===== src/design/modexp_pkg.sv =====
`default_nettype none
package modexp_pkg;
    localparam int WIDTH = 32;
    localparam int CNT_W = $clog2(WIDTH);
    localparam int IDX_W = 2;
    localparam logic [IDX_W-1:0] REG_MODULUS = 2'd0;
    localparam logic [IDX_W-1:0] REG_ENC_EXP = 2'd1;
    localparam logic [IDX_W-1:0] REG_DEC_EXP = 2'd2;
    typedef logic [WIDTH-1:0] t_word;
endpackage
`default_nettype wire


===== src/design/modexp_mulmod.sv =====
`default_nettype none
module modexp_mulmod (
    input  wire                    i_clk,
    input  wire                    i_rst_n,
    input  wire                    i_start,
    input  wire modexp_pkg::t_word i_a,
    input  wire modexp_pkg::t_word i_b,
    input  wire modexp_pkg::t_word i_m,
    output logic                   o_done,
    output modexp_pkg::t_word      o_p
);
    logic                            r_busy, n_busy;
    logic [modexp_pkg::CNT_W-1:0]    r_cnt, n_cnt;
    modexp_pkg::t_word               r_acc, n_acc, r_a, r_b, n_b;
    logic                            r_done;
    logic [modexp_pkg::WIDTH:0]      w_dbl, w_sum;
    modexp_pkg::t_word               w_red;

    always_comb begin
        w_dbl = {r_acc, 1'b0};
        if (w_dbl >= {1'b0, i_m}) w_dbl = w_dbl - {1'b0, i_m};
        w_red = w_dbl[modexp_pkg::WIDTH-1:0];
        w_sum = {1'b0, w_red} + {1'b0, r_a};
        if (r_b[modexp_pkg::WIDTH-1]) begin
            if (w_sum >= {1'b0, i_m}) w_sum = w_sum - {1'b0, i_m};
            w_red = w_sum[modexp_pkg::WIDTH-1:0];
        end
        n_busy = r_busy;
        n_cnt  = r_cnt;
        n_acc  = r_acc;
        n_b    = r_b;
        if (i_start) begin
            n_busy = 1'b1;
            n_cnt  = '0;
            n_acc  = '0;
            n_b    = i_b;
        end else if (r_busy) begin
            n_acc = w_red;
            n_b   = {r_b[modexp_pkg::WIDTH-2:0], 1'b0};
            n_cnt = r_cnt + 1'b1;
            if (r_cnt == modexp_pkg::CNT_W'(modexp_pkg::WIDTH - 1)) n_busy = 1'b0;
        end
    end

    always_ff @(posedge i_clk) begin
        if (!i_rst_n) begin
            r_busy <= 1'b0;
            r_done <= 1'b0;
            r_cnt  <= '0;
        end else begin
            r_busy <= n_busy;
            r_cnt  <= n_cnt;
            r_done <= r_busy && !n_busy && !i_start;
        end
        r_acc <= n_acc;
        r_b   <= n_b;
        if (i_start) r_a <= i_a;
    end

    assign o_done = r_done;
    assign o_p    = r_acc;
endmodule
`default_nettype wire


===== src/design/modular_exponentiation.sv =====
`default_nettype none
// Modular exponentiation, right-to-left square and multiply.
// Config channel: i_cfg_valid/o_cfg_ready with i_cfg_index, i_cfg_data;
// index 0 modulus, 1 encrypt exponent, 2 decrypt exponent; other indexes
// are dropped. Write only while idle. Reset loads modulus 2, exponents 1.
// Input beat: i_op selects the exponent, i_message is the base.
// The base is first reduced by a bit-serial modulo pass (S_RED).
// Each exponent bit then runs a multiply (if set) and a square, each a
// shift-and-add modular multiply started in S_MUL and awaited in S_WAIT;
// a clear bit skips the multiply. A modulus below two skips the reduction
// and the loop and goes straight from S_IDLE to S_OUT.
// One item in flight at a time; input ready returns the cycle after the
// result is loaded, so a new item is taken only once the last is done.
// The result beat waits in an output register while o_valid is high and
// i_ready low; the next input beat is taken while it waits.
// Modulus below two yields zero.
module modular_exponentiation (
    input  wire                          i_clk,
    input  wire                          i_rst_n,
    input  wire                          i_cfg_valid,
    output logic                         o_cfg_ready,
    input  wire [modexp_pkg::IDX_W-1:0]  i_cfg_index,
    input  wire modexp_pkg::t_word       i_cfg_data,
    input  wire                          i_valid,
    output logic                         o_ready,
    input  wire                          i_op,
    input  wire modexp_pkg::t_word       i_message,
    output logic                         o_valid,
    input  wire                          i_ready,
    output modexp_pkg::t_word            o_result
);
    localparam logic [2:0] S_IDLE = 3'd0;
    localparam logic [2:0] S_RED  = 3'd1;
    localparam logic [2:0] S_MUL  = 3'd2;
    localparam logic [2:0] S_SQR  = 3'd3;
    localparam logic [2:0] S_WAIT = 3'd4;
    localparam logic [2:0] S_OUT  = 3'd5;

    logic [2:0]                   r_state, n_state;
    modexp_pkg::t_word            r_mod, r_enc, r_dec;
    modexp_pkg::t_word            r_exp, r_base, r_acc, r_msg, r_rem;
    logic [modexp_pkg::CNT_W-1:0] r_cnt;
    logic                         r_sqr_ph;
    logic                         r_ovalid;
    modexp_pkg::t_word            r_res;
    logic                         w_start, w_done;
    modexp_pkg::t_word            w_a, w_b, w_p;
    logic [modexp_pkg::WIDTH:0]   w_sh;
    logic                         w_in_acc;

    assign o_cfg_ready = 1'b1;
    assign o_ready     = (r_state == S_IDLE);
    assign w_in_acc    = i_valid && o_ready;
    assign o_valid     = r_ovalid;
    assign o_result    = r_res;

    assign w_sh = {r_rem, r_msg[modexp_pkg::WIDTH-1]};

    always_comb begin
        w_start = 1'b0;
        w_a = r_acc;
        w_b = r_base;
        if (r_sqr_ph) w_a = r_base;
        if (r_state == S_MUL && !r_sqr_ph && r_exp[0]) w_start = 1'b1;
        if (r_state == S_MUL && r_sqr_ph) w_start = 1'b1;
        n_state = r_state;
        unique case (r_state)
            S_IDLE: if (w_in_acc) n_state = (r_mod < 2) ? S_OUT : S_RED;
            S_RED:  if (r_cnt == modexp_pkg::CNT_W'(modexp_pkg::WIDTH - 1)) n_state = S_MUL;
            S_MUL:  if (w_start) n_state = S_WAIT;
            S_WAIT: if (w_done) begin
                if (r_sqr_ph && r_cnt == modexp_pkg::CNT_W'(modexp_pkg::WIDTH - 1))
                    n_state = S_OUT;
                else
                    n_state = S_MUL;
            end
            S_OUT:  if (!r_ovalid || i_ready) n_state = S_IDLE;
            default: n_state = S_IDLE;
        endcase
    end

    always_ff @(posedge i_clk) begin
        if (!i_rst_n) begin
            r_state  <= S_IDLE;
            r_mod    <= modexp_pkg::t_word'(2);
            r_enc    <= modexp_pkg::t_word'(1);
            r_dec    <= modexp_pkg::t_word'(1);
            r_ovalid <= 1'b0;
            r_cnt    <= '0;
            r_sqr_ph <= 1'b0;
        end else begin
            r_state <= n_state;
            if (i_cfg_valid) begin
                unique case (i_cfg_index)
                    modexp_pkg::REG_MODULUS: r_mod <= i_cfg_data;
                    modexp_pkg::REG_ENC_EXP: r_enc <= i_cfg_data;
                    modexp_pkg::REG_DEC_EXP: r_dec <= i_cfg_data;
                    default: ;
                endcase
            end
            if (r_ovalid && i_ready && r_state != S_OUT) r_ovalid <= 1'b0;
            unique case (r_state)
                S_IDLE: if (w_in_acc) begin
                    r_cnt    <= '0;
                    r_sqr_ph <= 1'b0;
                    r_msg    <= i_message;
                    r_rem    <= '0;
                    r_acc    <= (r_mod < 2) ? '0 : modexp_pkg::t_word'(1);
                    r_exp    <= i_op ? r_dec : r_enc;
                end
                S_RED: begin
                    r_msg <= {r_msg[modexp_pkg::WIDTH-2:0], 1'b0};
                    if (w_sh >= {1'b0, r_mod})
                        r_rem <= modexp_pkg::t_word'(w_sh - {1'b0, r_mod});
                    else
                        r_rem <= w_sh[modexp_pkg::WIDTH-1:0];
                    if (r_cnt == modexp_pkg::CNT_W'(modexp_pkg::WIDTH - 1)) begin
                        r_cnt <= '0;
                        r_base <= (w_sh >= {1'b0, r_mod})
                            ? modexp_pkg::t_word'(w_sh - {1'b0, r_mod})
                            : w_sh[modexp_pkg::WIDTH-1:0];
                    end else begin
                        r_cnt <= r_cnt + 1'b1;
                    end
                end
                S_MUL: if (!w_start) r_sqr_ph <= 1'b1;
                S_WAIT: if (w_done) begin
                    if (!r_sqr_ph) begin
                        r_acc    <= w_p;
                        r_sqr_ph <= 1'b1;
                    end else begin
                        r_base   <= w_p;
                        r_sqr_ph <= 1'b0;
                        r_exp    <= {1'b0, r_exp[modexp_pkg::WIDTH-1:1]};
                        r_cnt    <= r_cnt + 1'b1;
                    end
                end
                S_OUT: if (!r_ovalid || i_ready) begin
                    r_ovalid <= 1'b1;
                    r_res    <= r_acc;
                end
                default: ;
            endcase
        end
    end

    modexp_mulmod u_mul (
        .i_clk   (i_clk),
        .i_rst_n (i_rst_n),
        .i_start (w_start),
        .i_a     (w_a),
        .i_b     (w_b),
        .i_m     (r_mod),
        .o_done  (w_done),
        .o_p     (w_p)
    );

`ifndef ASSERT_OFF
    a_out_hold: assert property (@(posedge i_clk) disable iff (!i_rst_n)
        r_ovalid && !i_ready |=> r_ovalid && $stable(r_res))
        else $error("result dropped while stalled");
    a_done_in_wait: assert property (@(posedge i_clk) disable iff (!i_rst_n)
        w_done |-> r_state == S_WAIT)
        else $error("multiplier done outside wait");
    a_start_idle: assert property (@(posedge i_clk) disable iff (!i_rst_n)
        w_start |=> r_state == S_WAIT)
        else $error("start not followed by wait");
`endif
endmodule
`default_nettype wire


===== config.mk =====
export PLATFORM = sky130hd
export DESIGN_NAME = modular_exponentiation
export DESIGN_NICKNAME = d
export VERILOG_FILES = /design/src/design/modexp_pkg.sv /design/src/design/modexp_mulmod.sv /design/src/design/modular_exponentiation.sv
export SDC_FILE = /design/constraint.sdc
export NUM_CORES = 1
export LEC_CHECK = 0
export BUFFER_PORTS_ARGS = -buffer_cell sky130_fd_sc_hd__clkbuf_2
export CAP_MARGIN = 40
export CELL_PAD_IN_SITES_DETAIL_PLACEMENT = 0
export CELL_PAD_IN_SITES_GLOBAL_PLACEMENT = 1
export CORE_MARGIN = 2
export CORE_UTILIZATION = 35
export DETAILED_ROUTE_END_ITERATION = 16
export GPL_TIMING_DRIVEN = 0
export HOLD_SLACK_MARGIN = 0.1
export PLACE_DENSITY_LB_ADDON = 0.25
export SYNTH_ARGS = -nofsm -noshare
export SYNTH_HDL_FRONTEND = slang
export SYNTH_SLANG_ARGS = --single-unit

===== constraint.sdc =====
create_clock -name i_clk -period 20.3 [get_ports i_clk]
set_input_delay 4.06 -clock i_clk [delete_from_list [all_inputs] [get_ports i_clk]]
set_output_delay 4.06 -clock i_clk [all_outputs]
set_load 0.005 [all_outputs]

==> flow_summary.yaml <==
outcome:
  status: "finished clean"
grt:
  antenna_found_initial: 4
  grt_max_degree: 33
  grt_pass1_vias: 19910
  track_usage_pct: 23.64
  grt_overflow: 0
  grt_pass1_wl_mm: 125.2
placed_design:
  dpl.hpwl_mm: 65.94
  place_ws_ns: 11.10
  place_congestion: 0.9576
  dp_cells: 3616
  portBuffers: 103
  placed_cell_area_mm2: 0.02567
synth:
  synth_edf_count: 256
  ys_ff_latch: 401
  ys_seq_area_share_pct: 44.65
  yosys.cell_types.count: 71
  synth_ff_type: "edfxtp_1"
  synthCells: 2619
  netlist_area_mm2: 0.02372
  async_reset_ff_share_pct: 0
  synth_warnings: 0
  synth_area_per_cell_um2: 9.057
  syn_nets: 2827
final_layout:
  drive_gt1_share_pct: 9.489
  nets: 3002
  stdcell_area_mm2: 0.02729
  syn_to_final_growth_pct: 15.07
  final_cell_mix: "595 x nand2_1, 256 x edfxtp_1, 180 x a21oi_1, 145 x dfxtp_1, 135 x nor2_1"
  final_common_cell: "nand2_1"
  layoutNonFillerInstCount: 3709
sta:
  skew_ns: 0.04031
  slew_headroom_pct: 35.99
  setup_viol: 0
  worst_pin_slew_ns: 0.9601
  fmax_mhz: 106.2
  layout_setup_ws_ns: 10.88
  fin_setup_tns_ns: 0
  period_minus_slack_ns: 9.420
  min_period_over_period_pct: 46.40
  finalHoldViolations: 0
  drv_slew: 0
  rsz0062_at_grt: "no"
route:
  first_iter_violations: 1610
  first_pass_iters: 5
  drc: 0
  postRouteWirelength_mm: 83.90
  via_count: 20140
  drtAntennaViolNets: 0
  via_per_inst: 5.430
  wl_per_cell_um: 22.62
die:
  ioPinCount: 107
  start_util_pct: 35.32
  rows: 95
  die_h_um: 264.3
  design.die.area_mm2: 0.06987
  die_w_um: 264.3
  core-area_mm2: 0.06716
critical_path:
  critical_path.max_stage_delay_ns: 0.52
  cp-end-kind: "register"
  crit_top_cell: "o211ai_1"
  crit_type: "reg2reg"
  path_max_fanout: 10
  worst_setup_path_start_kind: "register"
  crit_family: "compound AO/OA/AOI/OAI gates"
  worstPathBufferInverterCount: 6
  required_ns: 20.81
  slowest_stage: "a211oi_1"
  arrival_ns: 9.93
clocking:
  postCtsResizedCells: 0
  cts.sinks: 401
  insertion_delay_ns: 0.62
  htree_levels: 2
  clock_path_buffers: 3
  cts_tree: "yes"
  cts.clk_slew.worst_paths_ns: 0.06
  numCtsBuffers: 49
  root_buffer: "clkbuf_16"
  post-cts-setup-buffer-count: 0
  ctsHoldBuffers: 0
worst_hold_path:
  min_path_type: "reg2reg"
run:
  drv_cap: 0
==> per-layer routing <==
metal  GRT usage [%]  vias up  routed length [µm]
met2           38.55      545               38280
met1           32.88     9770               39070
met4           7.125        2                2446
li1                -     9707                   -
met5               0        -                   8
met3           2.731      115                4091
==> cells in the mapped netlist, types with 27 or more instances <==
cell	number	area [µm²]
nand2_1	595	2233
edfxtp_1	256	7687
a21oi_1	182	910.9
dfxtp_1	145	2903
nor2_1	137	514.2
ha_1	132	1652
clkbuf_1	119	446.7
a21boi_0	103	773.2
inv_1	84	315.3
o21ai_0	84	420.4
o21ai_1	73	365.4
xnor2_1	72	630.6
mux2i_1	68	680.7
and3_1	58	362.9
a21o_1	55	412.9
xor2_1	42	367.9
mux2_2	37	416.7
nand3_1	36	180.2
nor3_1	27	135.1
==> layout make-up <==
| class | instances | area, µm² |
|---|---|---|
| Fill cell | 6715 | 39870 |
| Multi-Input combinational cell | 1996 | 12330 |
| Sequential cell | 401 | 10590 |
| Clock buffer | 71 | 1379 |
| Tap cell | 873 | 1092 |
| Timing Repair Buffer | 124 | 808.3 |
| Buffer | 136 | 528.0 |
| Inverter | 86 | 322.8 |
| Clock inverter | 21 | 240.2 |
| Antenna cell | 1 | 2.502 |
==> registers in the layout, summed over array words and instances, names as in the netlist <==
signal and cells:
r_exp 32, r_mod 32, u_mul.r_cnt 5, u_mul.r_busy 1, r_base 32, o_valid 1, u_mul.r_a 32, r_acc 32
r_state 3, u_mul.r_b 32, r_cnt 5, r_enc 32, r_rem 32, u_mul.o_p 32, r_msg 32, o_result 32
u_mul.o_done 1, r_sqr_ph 1, r_dec 32
==> cell families (layout without fill, tap and decap cells) <==
kind of cell | count (synthesis) | count (layout) | share of synthesized area [%]
flops | 401 | 401 | 44.65
buf+inv | 222 | 438 | 3.582
simple gates | 956 | 956 | 17.29
other cells | 1 | 2 | 0.01581
fa+ha+maj | 136 | 136 | 7.301
mux | 109 | 109 | 4.816
xor+xnor | 114 | 114 | 4.209
compound gates | 680 | 680 | 18.14
==> stage by stage <==
step / util (%) / hold WS [ns]
6_report: 40.64 / 0.4465
5_1_grt: 40.64 / 0.4511
4_1_cts: 40.64 / 0.4448
3_5_place_dp: 38.22 / 0.4305
3_3_place_gp: 37.71 / 0.4286
2_1_floorplan: - / 0.4222
==> path summary, 6_finish.rpt <==
kind / to / slack, ns / cells past startpoint / from
worst max-delay path: u_mul.o_p[1] / 10.88 / 36 / r_mod[3]
worst min-delay path: o_result[26] / 0.45 / 0 / r_acc[26]
worst max register to register: u_mul.o_p[1] / 10.88 / 36 / r_mod[3]
worst min register to register: o_result[26] / 0.45 / 0 / r_acc[26]
Power is left out: the tool's default activity adds up to more than one toggle a clock period on the data nets, which glitch-free logic cannot reach.
